File: config.mk
export PLATFORM = sky130hd
export DESIGN_NAME = escape_sequence_decoder
export DESIGN_NICKNAME = d
export VERILOG_FILES = /design/src/hw/rtl/esd_pkg.sv /design/src/hw/rtl/esd_decode.sv /design/src/hw/rtl/esd_drain.sv /design/src/hw/rtl/escape_sequence_decoder.sv
export SDC_FILE = /design/constraint.sdc
export NUM_CORES = 1
export LEC_CHECK = 0
export ABC_AREA = 1
export BUFFER_PORTS_ARGS = -buffer_cell sky130_fd_sc_hd__buf_2
export CAP_MARGIN = 20
export CORE_UTILIZATION = 44
export CTS_BUF_LIST = sky130_fd_sc_hd__clkbuf_4 sky130_fd_sc_hd__clkbuf_8 sky130_fd_sc_hd__clkbuf_16
export DETAILED_ROUTE_END_ITERATION = 8
export SLEW_MARGIN = 20
export SYNTH_ARGS = -nofsm -noshare
export SYNTH_HDL_FRONTEND = slang
export SYNTH_SLANG_ARGS = --single-unit
File: constraint.sdc
create_clock -name clock -period 4 [get_ports clock]
set_input_delay 0.4 -clock clock [delete_from_list [all_inputs] [get_ports clock]]
set_output_delay 0.4 -clock clock [all_outputs]
set_load 0.005 [all_outputs]
File: src/hw/rtl/esd_pkg.sv
// shared types for the escape sequence decoder
package esd_pkg;

   // decoder phase between input transfers
   typedef enum logic [1:0] {
      PH_IDLE  = 2'd0,
      PH_ESC   = 2'd1,
      PH_LEAD  = 2'd2,
      PH_DIGIT = 2'd3
   } phase_type;

   // one input item
   typedef struct packed {
      logic [7:0] in_byte;
      logic       in_last;
   } req_payload_type;

   // one result item
   typedef struct packed {
      logic [7:0] out_byte;
      logic       out_last;
   } rsp_payload_type;

   // up to three decoded bytes caused by one input item, byte 0 goes out first
   typedef struct packed {
      logic [1:0]      count;
      logic            last;
      logic [2:0][7:0] bytes;
   } burst_type;

   localparam logic [1:0] BURST_MAX = 2'd3;

endpackage

File: src/hw/rtl/esd_decode.sv
// escape state registers and the per-byte decode into a result burst
module esd_decode import esd_pkg::*; (
   input  logic            clock,
   input  logic            reset,
   input  logic            accept,
   input  req_payload_type req_payload,
   output burst_type       burst
);

   localparam logic [7:0] CHAR_BSLASH = 8'd92;
   localparam logic [7:0] CHAR_X      = 8'd120;
   localparam logic [7:0] CHAR_ZERO   = 8'd48;
   localparam logic [7:0] CHAR_THREE  = 8'd51;
   localparam logic [7:0] CHAR_NINE   = 8'd57;
   localparam logic [7:0] CHAR_SEVEN  = 8'd55;
   localparam logic [7:0] CHAR_UA     = 8'd65;
   localparam logic [7:0] CHAR_UF     = 8'd70;
   localparam logic [7:0] CHAR_LA     = 8'd97;
   localparam logic [7:0] CHAR_LF     = 8'd102;

   phase_type  phase_ff, phase_in;
   logic [7:0] held_lead_ff, held_lead_in;
   logic [7:0] held_digit_ff, held_digit_in;

   function automatic logic is_hex(logic [7:0] c);
      return (c >= CHAR_ZERO && c <= CHAR_NINE) || (c >= CHAR_UA && c <= CHAR_UF) ||
             (c >= CHAR_LA && c <= CHAR_LF);
   endfunction

   function automatic logic is_oct(logic [7:0] c);
      return c >= CHAR_ZERO && c <= CHAR_SEVEN;
   endfunction

   // digit value of a character already known to be hex
   function automatic logic [3:0] hex_val(logic [7:0] c);
      return (c <= CHAR_NINE) ? c[3:0] : 4'(c[3:0] + 4'd9);
   endfunction

   // append one byte to a burst, bytes past the third are dropped
   function automatic burst_type push(burst_type bi, logic [7:0] b);
      burst_type bo;
      bo = bi;
      if (bi.count != BURST_MAX) begin
         bo.bytes[bi.count] = b;
         bo.count = 2'(bi.count + 2'd1);
      end
      return bo;
   endfunction

   // decode of the current byte against the pending escape
   always_comb begin
      logic [7:0] b;
      burst_type  r;
      b             = req_payload.in_byte;
      r             = '0;
      phase_in      = PH_IDLE;
      held_lead_in  = held_lead_ff;
      held_digit_in = held_digit_ff;
      case (phase_ff)
         PH_ESC: begin
            case (b)
               CHAR_BSLASH: r = push(r, CHAR_BSLASH);
               8'd97:       r = push(r, 8'd7);
               8'd115:      r = push(r, 8'd32);
               8'd110:      r = push(r, 8'd10);
               8'd114:      r = push(r, 8'd13);
               8'd116:      r = push(r, 8'd9);
               8'd118:      r = push(r, 8'd11);
               default: begin
                  if (b == CHAR_X || (b >= CHAR_ZERO && b <= CHAR_THREE)) begin
                     held_lead_in = b;
                     phase_in     = PH_LEAD;
                  end else begin
                     r = push(r, CHAR_BSLASH);
                     r = push(r, b);
                  end
               end
            endcase
         end
         PH_LEAD: begin
            if (is_hex(b)) begin
               held_digit_in = b;
               phase_in      = PH_DIGIT;
            end else begin
               r = push(r, held_lead_ff);
               if (b == CHAR_BSLASH) phase_in = PH_ESC;
               else r = push(r, b);
            end
         end
         PH_DIGIT: begin
            if (!is_hex(b)) begin
               r = push(r, held_lead_ff);
               r = push(r, held_digit_ff);
               if (b == CHAR_BSLASH) phase_in = PH_ESC;
               else r = push(r, b);
            end else if (held_lead_ff == CHAR_X) begin
               r = push(r, {hex_val(held_digit_ff), hex_val(b)});
            end else if (is_oct(held_digit_ff) && is_oct(b)) begin
               r = push(r, {held_lead_ff[1:0], held_digit_ff[2:0], b[2:0]});
            end else begin
               r = push(r, held_lead_ff);
               r = push(r, held_digit_ff);
               r = push(r, b);
            end
         end
         default: begin
            if (b == CHAR_BSLASH) phase_in = PH_ESC;
            else r = push(r, b);
         end
      endcase
      // end of string flushes whatever escape is still open
      if (req_payload.in_last) begin
         case (phase_in)
            PH_ESC:   r = push(r, CHAR_BSLASH);
            PH_LEAD:  r = push(r, held_lead_in);
            PH_DIGIT: begin
               r = push(r, held_lead_in);
               r = push(r, held_digit_in);
            end
            default: ;
         endcase
         phase_in = PH_IDLE;
         r.last   = (r.count != 2'd0);
      end
      burst = r;
   end

   // escape state advances on each input transfer
   always_ff @(posedge clock) begin
      if (reset) begin
         phase_ff      <= PH_IDLE;
         held_lead_ff  <= '0;
         held_digit_ff <= '0;
      end else if (accept) begin
         phase_ff      <= phase_in;
         held_lead_ff  <= held_lead_in;
         held_digit_ff <= held_digit_in;
      end
   end

endmodule

File: src/hw/rtl/esd_drain.sv
// result buffer that holds one burst and sends it out a byte per transfer
module esd_drain import esd_pkg::*; (
   input  logic            clock,
   input  logic            reset,
   input  logic            load,
   input  burst_type       burst,
   input  logic            rsp_stall,
   output logic            rsp_valid,
   output rsp_payload_type rsp_payload,
   output logic            room
);

   logic [1:0]      cnt_ff, cnt_in;
   logic            last_ff, last_in;
   logic [2:0][7:0] bytes_ff, bytes_in;
   logic            rsp_xfer;

   assign rsp_valid            = (cnt_ff != 2'd0);
   assign rsp_xfer             = rsp_valid && !rsp_stall;
   assign rsp_payload.out_byte = bytes_ff[0];
   assign rsp_payload.out_last = last_ff && (cnt_ff == 2'd1);

   // free for a new burst when empty or when the final byte leaves now
   assign room = (cnt_ff == 2'd0) || (cnt_ff == 2'd1 && rsp_xfer);

   // load a new burst or shift the next byte to the front
   always_comb begin
      cnt_in   = cnt_ff;
      last_in  = last_ff;
      bytes_in = bytes_ff;
      if (load) begin
         cnt_in   = burst.count;
         last_in  = burst.last;
         bytes_in = burst.bytes;
      end else if (rsp_xfer) begin
         cnt_in   = 2'(cnt_ff - 2'd1);
         bytes_in = {8'h00, bytes_ff[2], bytes_ff[1]};
      end
   end

   always_ff @(posedge clock) begin
      if (reset) begin
         cnt_ff  <= '0;
         last_ff <= 1'b0;
      end else begin
         cnt_ff  <= cnt_in;
         last_ff <= last_in;
      end
   end

   always_ff @(posedge clock) begin
      bytes_ff <= bytes_in;
   end

   // a burst never overwrites bytes that are still to go out
   a_no_overwrite: assert property (@(posedge clock) disable iff (reset)
      load |-> (cnt_ff == 2'd0 || (cnt_ff == 2'd1 && rsp_xfer)))
      else $error("burst loaded over pending results");

   // empty bursts are never loaded
   a_load_nonempty: assert property (@(posedge clock) disable iff (reset)
      load |-> burst.count != 2'd0)
      else $error("empty burst loaded");

   // the final byte leaving with no new load empties the buffer
   a_drain_empty: assert property (@(posedge clock) disable iff (reset)
      (rsp_xfer && cnt_ff == 2'd1 && !load) |=> cnt_ff == 2'd0)
      else $error("buffer not empty after final transfer");

endmodule

File: src/hw/rtl/escape_sequence_decoder.sv
// top level of the backslash escape sequence decoder
// Usage:
//   req channel: one character per transfer (req_payload.in_byte, in_last marks
//   the final character of a string). rsp channel: decoded bytes, one per
//   transfer, out_last on the final decoded byte of each string.
//   Escapes: \\ \a \s \n \r \t \v, \xHH and \ODD with a lead of 0 to 3; an
//   unfinished \x or \ODD falls back to literals without the backslash.
// Latency: a character's first result is offered the cycle after its transfer.
// Throughput: one character per cycle while each causes at most one result
//   and rsp_stall is low; after a character that causes two or three results,
//   req_stall is held while the result buffer drains one byte per transfer
//   down to its final byte. Characters that only open or extend an escape
//   produce nothing and never stall on their own.
// Reset: the escape state goes idle and the result buffer is emptied.
// Receiver stall: the pending result holds on rsp_payload, and once the buffer
//   cannot take the next burst, req_stall is raised and the input waits.
module escape_sequence_decoder import esd_pkg::*; (
   input  logic            clock,
   input  logic            reset,
   input  logic            req_valid,
   output logic            req_stall,
   input  req_payload_type req_payload,
   output logic            rsp_valid,
   input  logic            rsp_stall,
   output rsp_payload_type rsp_payload
);

   logic      accept;
   logic      room;
   burst_type burst;

   assign req_stall = !room;
   assign accept    = req_valid && room;

   esd_decode u_decode (
      .clock       (clock),
      .reset       (reset),
      .accept      (accept),
      .req_payload (req_payload),
      .burst       (burst)
   );

   esd_drain u_drain (
      .clock       (clock),
      .reset       (reset),
      .load        (accept && (burst.count != 2'd0)),
      .burst       (burst),
      .rsp_stall   (rsp_stall),
      .rsp_valid   (rsp_valid),
      .rsp_payload (rsp_payload),
      .room        (room)
   );

endmodule
### After elaboration in Yosys (flattened, before gate mapping)

Index checks and enable logic that the tools add are counted.

| word-level totals | value |
|---|---|
| bits in registers | 45 |
| output and inout bits | 11 |

| cells by class | value |
|---|---|
| $add $sub $neg | 11 |
| magnitude comparators | 27 |
| equal/unequal tests | 24 |
| mux-type cells | 108 |
| bitwise operators | 3 |
| reductions and logical operators | 32 |

Operator list:

| cell | number |
|---|---|
| two-way mux 24 bit | 19 |
| two-way mux 27 bit | 9 |
| bitwise mux 24 bit | 8 |
| case mux 27 bit (7 select lines) | 1 |
| two-way mux 8 bit | 23 |
| case mux 27 bit (3 select lines) | 2 |
| demux 8 bit (select 2 bit) | 8 |
| equality test 8 x 7 -> 1 bit (second input constant) | 9 |
| two-way mux 2 bit | 33 |
| less-or-equal comparator 8 x 6 -> 1 bit (second input constant) | 5 |
| two-way mux 26 bit | 1 |
| less-than comparator 2 x 3 -> 1 bit (second input constant) | 8 |
| logical AND 1 bit | 20 |
| adder 2 x 1 -> 2 bit (second input constant) | 8 |
| >= comparator 2 x 1 -> 1 bit (second input constant) | 8 |
| >= comparator 8 x 6 -> 1 bit (second input constant) | 2 |
| >= comparator 8 x 7 -> 1 bit (second input constant) | 2 |
| less-or-equal comparator 8 x 7 -> 1 bit (second input constant) | 2 |
| != test 2 bit (second input constant) | 8 |
| AND 12 bit | 1 |
| NOT 12 bit | 1 |
| bitwise OR 12 bit | 1 |
| adder 4 bit (second input constant) | 2 |
| equality test 2 bit (second input constant) | 4 |
| 10 further kinds | 20 |

### Depth between registers and ports, before layout

Gate-level depths: netlist of run 1.

| depth | value |
|---|---|
| depth after elaboration | 40 |
| gate-level depth with buffers | 21 |

### Cells and area by module

Synthesis of run 1 repeated with hierarchy kept, for this count alone.

| unflattened totals | value |
|---|---|
| cells, all modules | 556 |
| area, all modules | 3618.5 µm² |

Modules (own cells, without submodules):

| module | times used | cells each | area an instance (µm²) | seq. area each (µm²) |
|---|---|---|---|---|
| esd_decode | 1 | 417 | 2327.2 | 360.3 |
| esd_drain | 1 | 134 | 1272.5 | 780.7 |
| escape_sequence_decoder | 1 | 5 | 18.8 | 0.0 |

### Least setup slack after synthesis of run 1

No wires, ideal clock.

| path | value |
|---|---|
| path kind | input port to flip-flop |
| from | input req_payload[2] (netlist name) |
| to | register u_drain.bytes_ff[10] (netlist name), enable pin |
| library setup time | 0.501 ns |
| arrival | 2.505 ns |
| required time | 3.499 ns |
| path slack | 0.994 ns |
| stages on the path | 13 |
| cells stage by stage | inv_1 > ha_1 > nand3_1 > nor3_2 > nor2_1 > nand2_1 > nand2_1 > nand3_1 > nand4_1 > nand3_1 > nand2_2 > nand2_1 > nand3_1 |

| on the way | value |
|---|---|
| cells in the longest elaborated chain, start to end | 19 |
| elaborated cells between the ends (all ways) | 59 |
| those cells by class | add/sub (2); order compare (8); eq/ne (13); mux (23); reduce/logical (13) |

RTL lines:

| item | RTL line | text |
|---|---|---|
| start, declared | escape_sequence_decoder.sv:22 | `input req_payload_type req_payload,` |
| >= comparator 8 x 6 -> 1 bit or less-or-equal comparator 8 x 6 -> 1 bit (tied branches) | esd_decode.sv:26, esd_decode.sv:31, esd_decode.sv:70 |  |
| logical AND 1 bit | esd_decode.sv:31 | `return c >= CHAR_ZERO && c <= CHAR_SEVEN;` |
| logical AND 1 bit | esd_decode.sv:98 | `end else if (is_oct(held_digit_ff) && is_oct(b)) begin` |
| two-way mux 27 bit | esd_decode.sv:98 |  |
| two-way mux 27 bit | esd_decode.sv:96 | `end else if (held_lead_ff == CHAR_X) begin` |
| two-way mux 27 bit | esd_decode.sv:91 | `if (!is_hex(b)) begin` |
| case mux 27 bit (3 select lines) | esd_decode.sv:59 | `case (phase_ff)` |
| adder 2 x 1 -> 2 bit or != test 2 bit (tied branches) | esd_decode.sv:45, esd_decode.sv:43 |  |
| [... 3 more ...] | -- |  |
| adder 2 x 1 -> 2 bit or != test 2 bit (tied branches) | esd_decode.sv:45, esd_decode.sv:43 |  |
| two-way mux 2 bit | esd_decode.sv:43 | `if (bi.count != BURST_MAX) begin` |
| case mux 27 bit (3 select lines) | esd_decode.sv:113 | `case (phase_in)` |
| two-way mux 27 bit | esd_decode.sv:112 | `if (req_payload.in_last) begin` |
| two-way mux 27 bit * | esd_decode.sv:112 |  |
| nonzero test 2 bit * | escape_sequence_decoder.sv:46 | `.load (accept && (burst.count != 2'd0)),` |
| logical AND 1 bit * | escape_sequence_decoder.sv:46 |  |
| nonzero test 2 bit (no source line) * | -- |  |
| end signal, assigned | esd_drain.sv:52 | `bytes_ff <= bytes_in;` |
| end, declared | esd_drain.sv:15 | `logic [2:0][7:0] bytes_ff, bytes_in;` |

Every way passes the cells marked *; elsewhere a longest branch is shown, timed or not. The select of a mux whose other input is x is not followed.
A chain may end at the register's enable or synchronous reset.

### Worst setup path after layout of run 1

| path | value |
|---|---|
| from | input req_payload[2] (netlist name) |
| to | register u_drain.cnt_ff[0] |

| on the way | value |
|---|---|
| cells in the longest elaborated chain, start to end | 19 |
| elaborated cells between the ends (all ways) | 60 |
| those cells by class | add/sub (2); order compare (8); eq/ne (13); mux (24); reduce/logical (13) |

RTL lines:

| item | RTL line | text |
|---|---|---|
| >= comparator 8 x 6 -> 1 bit or less-or-equal comparator 8 x 6 -> 1 bit (tied branches) | esd_decode.sv:26, esd_decode.sv:31, esd_decode.sv:70 |  |
| logical AND 1 bit | esd_decode.sv:31 |  |
| logical AND 1 bit | esd_decode.sv:98 |  |
| two-way mux 27 bit | esd_decode.sv:98 |  |
| two-way mux 27 bit | esd_decode.sv:96 |  |
| two-way mux 27 bit | esd_decode.sv:91 |  |
| case mux 27 bit (3 select lines) | esd_decode.sv:59 |  |
| adder 2 x 1 -> 2 bit or != test 2 bit (tied branches) | esd_decode.sv:45, esd_decode.sv:43 |  |
| [... 3 more ...] | -- |  |
| adder 2 x 1 -> 2 bit or != test 2 bit (tied branches) | esd_decode.sv:45, esd_decode.sv:43 |  |
| two-way mux 2 bit | esd_decode.sv:43 |  |
| case mux 27 bit (3 select lines) | esd_decode.sv:113 |  |
| two-way mux 27 bit | esd_decode.sv:112 |  |
| two-way mux 27 bit * | esd_decode.sv:112 |  |
| nonzero test 2 bit | escape_sequence_decoder.sv:46 |  |
| logical AND 1 bit | escape_sequence_decoder.sv:46 |  |
| two-way mux 2 bit or nonzero test 2 bit (tied branches) | -- |  |
| end signal, assigned | esd_drain.sv:46 | `cnt_ff <= cnt_in;` |
| end, declared | esd_drain.sv:13 | `logic [1:0] cnt_ff, cnt_in;` |

Marks and branches as above.

==> results of run 1 <==
## worst min path at each step
stage | slack, ns | to | start
6_report | 0.40 | u_drain.last_ff | req_payload[0]
3_5_place_dp | 0.48 | u_drain.last_ff | u_drain.last_ff
4_1_cts | 0.40 | u_drain.last_ff | req_payload[0]
2_1_floorplan | 0.44 | u_decode.held_digit_ff[7] | u_decode.held_digit_ff[7]
5_1_grt | 0.40 | u_drain.last_ff | req_payload[0]
3_3_place_gp | 0.48 | u_drain.cnt_ff[1] | u_drain.cnt_ff[1]
## tightest hold or removal path: stages
cell and delay [ns]:
sky130_fd_sc_hd__buf_2 0.13, sky130_fd_sc_hd__nand2_1 0.07, sky130_fd_sc_hd__a21oi_1 0.06
## power by group
group / total (mW) / leakage (nW) / internal, mW / switching [mW]
Combinational: 0.391 / 1.41 / 0.121 / 0.270
Sequential: 0.646 / 0.414 / 0.606 / 0.0402
Clock: 0.361 / 0.0588 / 0.195 / 0.167
## sequential cells by signal, indices dropped and copies added, names as in the netlist
signal and cells:
u_decode.phase_ff 2, u_decode.held_digit_ff 8, u_drain.bytes_ff 16, u_drain.cnt_ff 2
u_drain.last_ff 1, u_decode.held_lead_ff 8, u_drain.rsp_payload 8
## synthesized netlist by cell type, types with 2 or more instances
| master | count | area [µm²] |
|---|---|---|
| sky130_fd_sc_hd__dfxtp_1 | 21 | 420.4 |
| sky130_fd_sc_hd__nand2_2 | 9 | 56.30 |
| sky130_fd_sc_hd__o21ai_0 | 49 | 245.2 |
| sky130_fd_sc_hd__xor2_1 | 3 | 26.28 |
| sky130_fd_sc_hd__ha_1 | 11 | 137.6 |
| sky130_fd_sc_hd__buf_6 | 2 | 22.52 |
| sky130_fd_sc_hd__o22ai_1 | 2 | 12.51 |
| sky130_fd_sc_hd__nor2_2 | 4 | 25.02 |
| sky130_fd_sc_hd__nand4_1 | 9 | 56.30 |
| sky130_fd_sc_hd__nand2_1 | 147 | 551.8 |
| sky130_fd_sc_hd__clkbuf_1 | 6 | 22.52 |
| sky130_fd_sc_hd__nor2_8 | 2 | 40.04 |
| sky130_fd_sc_hd__nand3b_1 | 2 | 15.01 |
| sky130_fd_sc_hd__nor3_2 | 5 | 50.05 |
| sky130_fd_sc_hd__inv_1 | 76 | 285.3 |
| sky130_fd_sc_hd__a22oi_1 | 5 | 37.54 |
| sky130_fd_sc_hd__o31ai_1 | 3 | 22.52 |
| sky130_fd_sc_hd__buf_4 | 11 | 82.58 |
| sky130_fd_sc_hd__o21bai_1 | 2 | 15.01 |
| sky130_fd_sc_hd__nor3_1 | 10 | 50.05 |
| sky130_fd_sc_hd__o2111ai_1 | 2 | 17.52 |
| sky130_fd_sc_hd__buf_2 | 2 | 10.01 |
| sky130_fd_sc_hd__edfxtp_1 | 24 | 720.7 |
| sky130_fd_sc_hd__o211ai_1 | 6 | 45.04 |
| sky130_fd_sc_hd__inv_2 | 5 | 18.77 |
| sky130_fd_sc_hd__a21oi_1 | 30 | 150.1 |
| sky130_fd_sc_hd__a211oi_1 | 3 | 22.52 |
| sky130_fd_sc_hd__nand3_1 | 43 | 215.2 |
| sky130_fd_sc_hd__nor2_1 | 42 | 157.7 |
| sky130_fd_sc_hd__a31oi_1 | 4 | 25.02 |
## layer usage
layer	up-vias	wire length, µm	track usage
met1	1668	5061	0.3732
met5	-	0	0
met4	0	233	0.07051
li1	1828	-	-
met2	132	4787	0.4026
met3	22	732	0.03577
## cell type report
type	count	area, µm²	share of cell area
Multi-Input combinational cell	401	2044	0.5274
Inverter	82	310.3	0.08005
Tap cell	102	127.6	0.03292
Clock buffer	6	76.32	0.01969
Timing Repair Buffer	26	137.6	0.03551
Clock inverter	2	38.79	0.01001
Sequential cell	45	1141	0.2944
## metrics by stage
step / area (µm²) / hold slack (ns)
after global placement: 3761 / 0.4807
after detailed placement: 3761 / 0.4771
final: 3876 / 0.3962
after CTS: 3876 / 0.4023
after floorplan: 3652 / 0.4378
after global routing: 3876 / 0.3986
## cells by family (layout without fill, tap and decap cells)
logic type | count (synthesis) | count (layout)
AND/OR/NAND/NOR | 276 | 276
AO/OA/AOI/OAI | 111 | 111
XOR/XNOR | 3 | 3
flip-flops | 45 | 45
buffers and inverters | 105 | 116
adder cells (fa/ha/maj) | 11 | 11
==> results.md, run 1 <==
- The setup slack after layout is 0.9369 ns.
- The cell depth of the worst hold path is 3.
- The terminus of the critical flop-to-flop path is u_drain.cnt_ff[0].
- The library cell appearing most often on the critical path is sky130_fd_sc_hd__nand2_1.
- At the placement stage, the worst setup path has a slack of a little under 0.7 ns.
- Counting the fill cells in the layout gives around 800.
- The detailed-route wire length per cell is 16.29 µm.
- Based on the critical path, the design can be clocked at up to between 0.3 and 0.4 GHz.
- Power spread over the standard cell area amounts to ~360 nW/µm².
- The die is 93.11 µm wide.
- The number of failing hold endpoints at the final stage is 0.
- Of the total synthesized cell area, the portion taken by full adders, half adders and majority gates is 0.03768.
- The y dimension of the die is 93.11 µm.
- STA classifies the critical path endpoint as a register.
- The compound-cell area share of the yosys netlist is 0.1727.
- The worst setup path startpoint is req_payload[2].
- The count of clock tree sinks is 45.
- Setup repair after global routing left no endpoint under its margin.
- After clock tree synthesis, the flow added hold-fix buffers numbering 0.
- The proportion of layout cells with a drive suffix above 1 is 0.1139.
- The commonest non-fill, non-tap cell in the layout is sky130_fd_sc_hd__nand2_1.
- After clock tree synthesis, the setup repair step added 0 buffers.
- The effective utilization at floorplan is 0.4630.
- The congestion estimate from routability-driven global placement came to approximately 0.93.
- The number of antenna violations at the first check in global routing is 0.
- The floorplan die area is 8669 µm².
- The number of placement rows is 32.
- Clock tree synthesis inserted a total of 5 buffers.
- In this run the deepest clock path goes through 2 buffers.
- Measured against its own limit, the worst slew margin works out to 0.5773.
- The number of instances in the placed design is 656.
- Across every metal layer, demand over resource in global routing totals 0.2587.
- The TritonCTS clock tree is built.
- In this run the number of cells on the critical path is 22.
- After synthesis, the largest family of logic cells by area is simple AND/OR/NAND/NOR gates.
- The first routing iteration left 312 violations.
- Across the routed clock network, the largest skew measured is 0.006368 ns.
- The latest clock arrival within the worst-skew pair is slightly above 0.3 ns.
- For this design the top-level I/O count stands at 24.
- The worst setup path is launched from a primary input.
- The worst setup path is of the in -> reg kind.
- IR analysis of the VDD net gives a maximum drop of 181.3 µV.
- For this run, design rule violations remaining after detail routing come to 0.
- The worst setup path endpoint is u_drain.cnt_ff[0].
- The flow ran to the end, and the final reports show no timing, DRC or antenna violations.
- The clock slew at the register clock pins of the worst setup and hold paths is around 0.09 ns.
- The cell area after technology mapping is 3652 µm².
- For this run, the number of Yosys warnings is 0.
- The sum of net half-perimeters after detailed placement is 8347 µm.
- Subtracting the final worst setup slack from the clock period gives 3.063 ns.
- In this run, synthesis inferred 24 flip-flops with an integrated enable.
- The worst endpoint required time is 4.21 ns.
- The leakage dissipation is between 1.5 and 2 nW.
- The root buffer cell is sky130_fd_sc_hd__clkbuf_8.
- The xor/xnor cell area share of the yosys netlist is 0.007194.
- The first TritonRoute pass finished after 5 iterations.
- The quantity of gates resized following cts is 0.
- At the pin with the least slew margin, the transition time is 0.6334 ns.
- The worst register-to-register path begins at u_decode.phase_ff[0].
- The average cell area after synthesis is between 6 and 7 µm².
- The H-tree generated during clock tree synthesis spans 2 levels.
- The flip-flop and latch count after synthesis is 45.
- The area added between synthesis and finish is 6.132%.
- Of the total synthesized cell area, the portion taken by AND, OR, NAND and NOR gates is 0.3422.
- Walking the worst path, the cells encountered are buf_2, inv_1, ha_1, inv_1, nor2_1, nand2_1, nand3_1, nand2_2, nand3_2, nand2_1, nand2_1, nand2_1, nand2_2, nand2_4, nand2_2, nand2_2, nand2_1, nand3_1, buf_4, inv_1, nor2_1, nor2_1.
- The endpoint arrival time on the critical path is approximately 3.3 ns.
- Summing internal, switching and leakage power gives around 1.4 mW.
- The worst min-delay path category is in -> reg.
- The antenna cell count is 0.
- Of all nets on the critical path, the largest fanout is 26.
- In this run the remaining antenna-violating nets after routing total 0.
- At the end of the flow the core is filled with cells to 0.4914.
- The multiplexer fraction of the synthesized cell area is 0.
- The routed via count is 3,650.
- Max-cap violations in this run came to 0.
- The vias per cell is 5.497.
- The final-report setup violation count is 0.
- The worst register-to-register path has a depth of 14.
- The post-synthesis sequential area ratio is 0.3124.
- The cell family with the largest share of critical-path delay is simple AND/OR/NAND/NOR gates.
- The total nets after synthesis is 575.
- The final setup TNS is 0 ns.
- The largest incremental delay on the critical path is 0.31 ns.
- Together, buffers and inverters on the worst path number 5.
- The share of the clock period used by the worst path is 0.7658.
- The floorplan step defined a core boundary enclosing between 7000 and 8000 µm².
- The largest individual stage delay along the critical path comes from the cell sky130_fd_sc_hd__buf_4.
- The total overflow left after global routing is 0.
- The non-filler instance count after layout is 664.
- The number of global-route vias before repair was around 3,300.
- For this run, asynchronously set or reset flops after synthesis account for 0.
- The cell count after synthesis is 551.
- The largest net degree at the start of global routing is 29.
- After detailed routing, the total wire length is 10,820 µm.
- In the synthesized netlist the dominant register cell turns out to be sky130_fd_sc_hd__edfxtp_1.
- The number of distinct standard cells referenced by the synthesized netlist is roughly 40.
- The number of max-slew violations in the final report is 0.
- The minimum setup slack among reg-to-reg paths is approximately 1.2 ns.
- The first global-routing pass estimated roughly 17,000 µm of wire.
- The count of buffers added on input and output ports is 23.
- The final-stage net count is 585.
- The library cells used most frequently in the layout, excluding fill and tap cells, are sky130_fd_sc_hd__nand2_1 (147), sky130_fd_sc_hd__inv_1 (76), sky130_fd_sc_hd__o21ai_0 (49).
No activity file was read; power rests on OpenSTA's default activity.
==> run 2, diff against run 1 <==
- clock period: 4 -> 2.55 ns (I/O delays scaled with it)
==> results.md, run 2 (synthesis gave the netlist of run 1 again) <==
- The slew at the pin closest to its max-slew limit is 0.5337 ns (-0.09969 ns).
- The worst clock skew is 0.01524 ns (+0.008874 ns).
- The quantity of gates resized following cts was 0 (unchanged).
- The die boundary width is 93.11 µm (unchanged).
- The worst setup path startpoint is req_payload[2].
- The number of max-slew violations in the final report was 0 (unchanged).
- From synthesis to final layout, the design area changed by 21.21%.
- The vias per cell is 5.428 (-1.3%).
- Dividing the final minimum period by the clock period gives 0.9360.
- The final estimated routing congestion in global placement is 1.014 (+9.5%).
- The number of placement rows came to 32 (unchanged).
- The classification of the worst setup path is in -> reg.
- The detailed-route wire length per cell came to 16.52 µm (+1.4%).
- The total power of the final layout was 2.251 mW (+61%).
- The number of H-tree levels is 2 (unchanged).
- The number of ports placed on the die boundary is 24 (unchanged).
- The cell that appears most often on the critical path is sky130_fd_sc_hd__nand2_1.
- The count of clock tree sinks is 45 (unchanged).
- The largest fanout on the critical path is 6 (-77%).
- The remaining antenna violation count after routing is 0 (unchanged).
- The worst slew margin relative to its limit is 0.6404 (+0.06316).
- The worst min-delay path category is in -> reg.
- The number of antenna violations at the first check in global routing is 0 (unchanged).
- The cts-stage hold buffer count was 0 (unchanged).
- The count of filler cells inserted in the layout is 776 (-2.5%).
- The number of buffer and inverter stages on the critical path came to 4 (-1).
- The wire length after detailed routing was 12,090 µm (+12%).
- The non-filler instance count after layout is 732 (+10%).
- The number of flip-flops in the largest register is 16 (unchanged).
- Leaving out fill and tap cells, the most frequent cells in the layout are sky130_fd_sc_hd__nand2_1 (147), sky130_fd_sc_hd__inv_1 (76), sky130_fd_sc_hd__buf_4 (69).
- The sum of net half-perimeters after detailed placement came to 9855 µm (+18%).
- The total of buffers placed on input and output ports is 23 (unchanged).
- TritonCTS built the clock tree.
- The final-report setup violation count came to 0 (unchanged).
- The register with the most flip-flops is u_drain.bytes_ff.
- The ratio of total power to cell area is 508.4 nW/µm² (+41%).
- The floorplan die area is 8669 µm² (unchanged).
- The wire length of the first global-routing pass is 19,210 µm (+11%).
- The first-pass iteration count of the detailed router is 5 (unchanged).
- Traced cell by cell, the critical path runs through buf_2, inv_1, ha_1, buf_4, nand3_1, a21oi_1, nor2_1, nand2_1, nor2_1, nand2_1, nand2_2, buf_4, a22oi_1, nand2_1, o211ai_1, nand2_1.
- The clock tree buffer depth was 2 (unchanged).
- In this run the most critical hold path is launched from req_payload[0].
- The routed design could run at a clock period as short as 2.387 ns.
- The final setup TNS was 0 ns (unchanged).
- The DRC marker count from the first detailed-route iteration is 368 (+18%).
- For this design, the slowest cell found on the critical path is sky130_fd_sc_hd__a22oi_1.
- Among cell families on the critical path, the largest total delay comes from simple AND/OR/NAND/NOR gates.
- The leakage dissipation is 2.221 nW (+18%).
- The worst endpoint required time came to 2.61 ns (-1.60 ns).
- The share of the core filled with cells is 0.5612 (+0.06980).
- The maximum clock frequency is 0.4190 GHz.
- The latest clock arrival within the worst-skew pair is 0.31 ns (about the same).
- The run finished with clean final reports.
- The number of post-CTS setup repair buffers is 0 (unchanged).
- The clock slew at the register clock pins of the worst setup and hold paths was 0.09 ns (about the same).
- The core area came to 7888 µm² (unchanged).
- Setup repair after global routing left no endpoint under its margin.
- The worst setup path is launched from a primary input.
- The antenna cell count was 0 (unchanged).
- The remaining design rule violation count is 0 (unchanged).
- The max-cap violation count is 0 (unchanged).
- The worst ir drop on vdd came to 324.8 µV (+79%).
- The number of global-route vias before repair is 3,617 (+10%).
- The routed via count was 3,973 (+8.8%).
- The effective utilization at floorplan is 0.4630 (unchanged).
- The worst register-to-register path begins at u_decode.held_digit_ff[0].
- The remaining global-route overflow is 0 (unchanged).
- The y dimension of the die is 93.11 µm (unchanged).
- The commonest non-fill, non-tap cell in the layout is sky130_fd_sc_hd__nand2_1.
- The TritonCTS buffer count came to 5 (unchanged).
- The number of failing hold endpoints at the final stage is 0 (unchanged).
- The largest incremental delay on the critical path was 0.30 ns (about the same).
- The largest net degree at the start of global routing is 30 (+3.4%).
- The root buffer cell is sky130_fd_sc_hd__clkbuf_8.
- The proportion of layout cells with a drive suffix above 1 is 0.2159 (+0.1020).
- The endpoint arrival time on the critical path is 2.45 ns (-0.82 ns).
- The number of instances in the placed design is 724 (+10%).
- The sequential standard cell area came to 1141 µm² (unchanged).
- STA classifies the critical path endpoint as a register.
- The combined area of the multi-input logic cells is 2064 µm² (+0.98%).
- The global routing usage summed across all routing layers is 0.2949 (+0.03619).
- The final-stage net count is 653 (+12%).
-- run 2: changes by cell type in the layout (fill, tap and decap cells not counted), moves of 2 or more --
cell | before | now
sky130_fd_sc_hd__nor2_2 | 4 | 6
sky130_fd_sc_hd__buf_12 | 0 | 2
sky130_fd_sc_hd__buf_4 | 3 | 69
sky130_fd_sc_hd__nor2_1 | 42 | 40
-- run 2: layout make-up --
type                       instances  area share
timing repair buffer              94      0.1521
inverter                          82     0.07010
sequential                        45      0.2578
clock buffer                       7     0.02289
multi-input combinational        401      0.4664
tap                              102     0.02883
clock inverter                     1    0.001979
-- run 2: metal layers --
metal / up-vias / wire [µm] / global-route usage
met1: 1828 / 5617 / 0.4065
met4: 0 / 313 / 0.08462
met2: 154 / 5395 / 0.4657
met5: - / 0 / 0
li1: 1963 / - / -
met3: 28 / 764 / 0.05935
-- run 2: stage by stage --
stage                     area, µm²  hold slack [ns]  worst slack, ns
final                          4427           0.2776           0.1632
after global routing           4427           0.3067         0.001758
after CTS                      4412           0.2763           0.1739
after detailed placement       4302           0.4522          -0.1044
after global placement         4302           0.4543          -0.1172
after floorplan                3657           0.4031         0.004432
-- run 2: worst min-delay path, delay by kind of cell --
kind	cells	cell delay [ns]
AND/OR/NAND/NOR	1	0.08
AO/OA/AOI/OAI	1	0.06
buffers and inverters	1	0.14
-- run 2: final timing paths --
path	cells after the start	slack (ns)	endpoint
max	16	0.16	u_drain.bytes_ff[12]
min	3	0.28	u_drain.last_ff
max reg2reg	13	0.20	u_drain.bytes_ff[12]
min reg2reg	2	0.47	u_drain.last_ff
-- run 2: power by group --
part / leakage [nW] / internal, mW / total (mW) / switching (mW)
Sequential: 0.414 / 0.950 / 1.01 / 0.0611
Combinational: 1.75 / 0.257 / 0.704 / 0.447
Clock: 0.0570 / 0.266 / 0.536 / 0.270
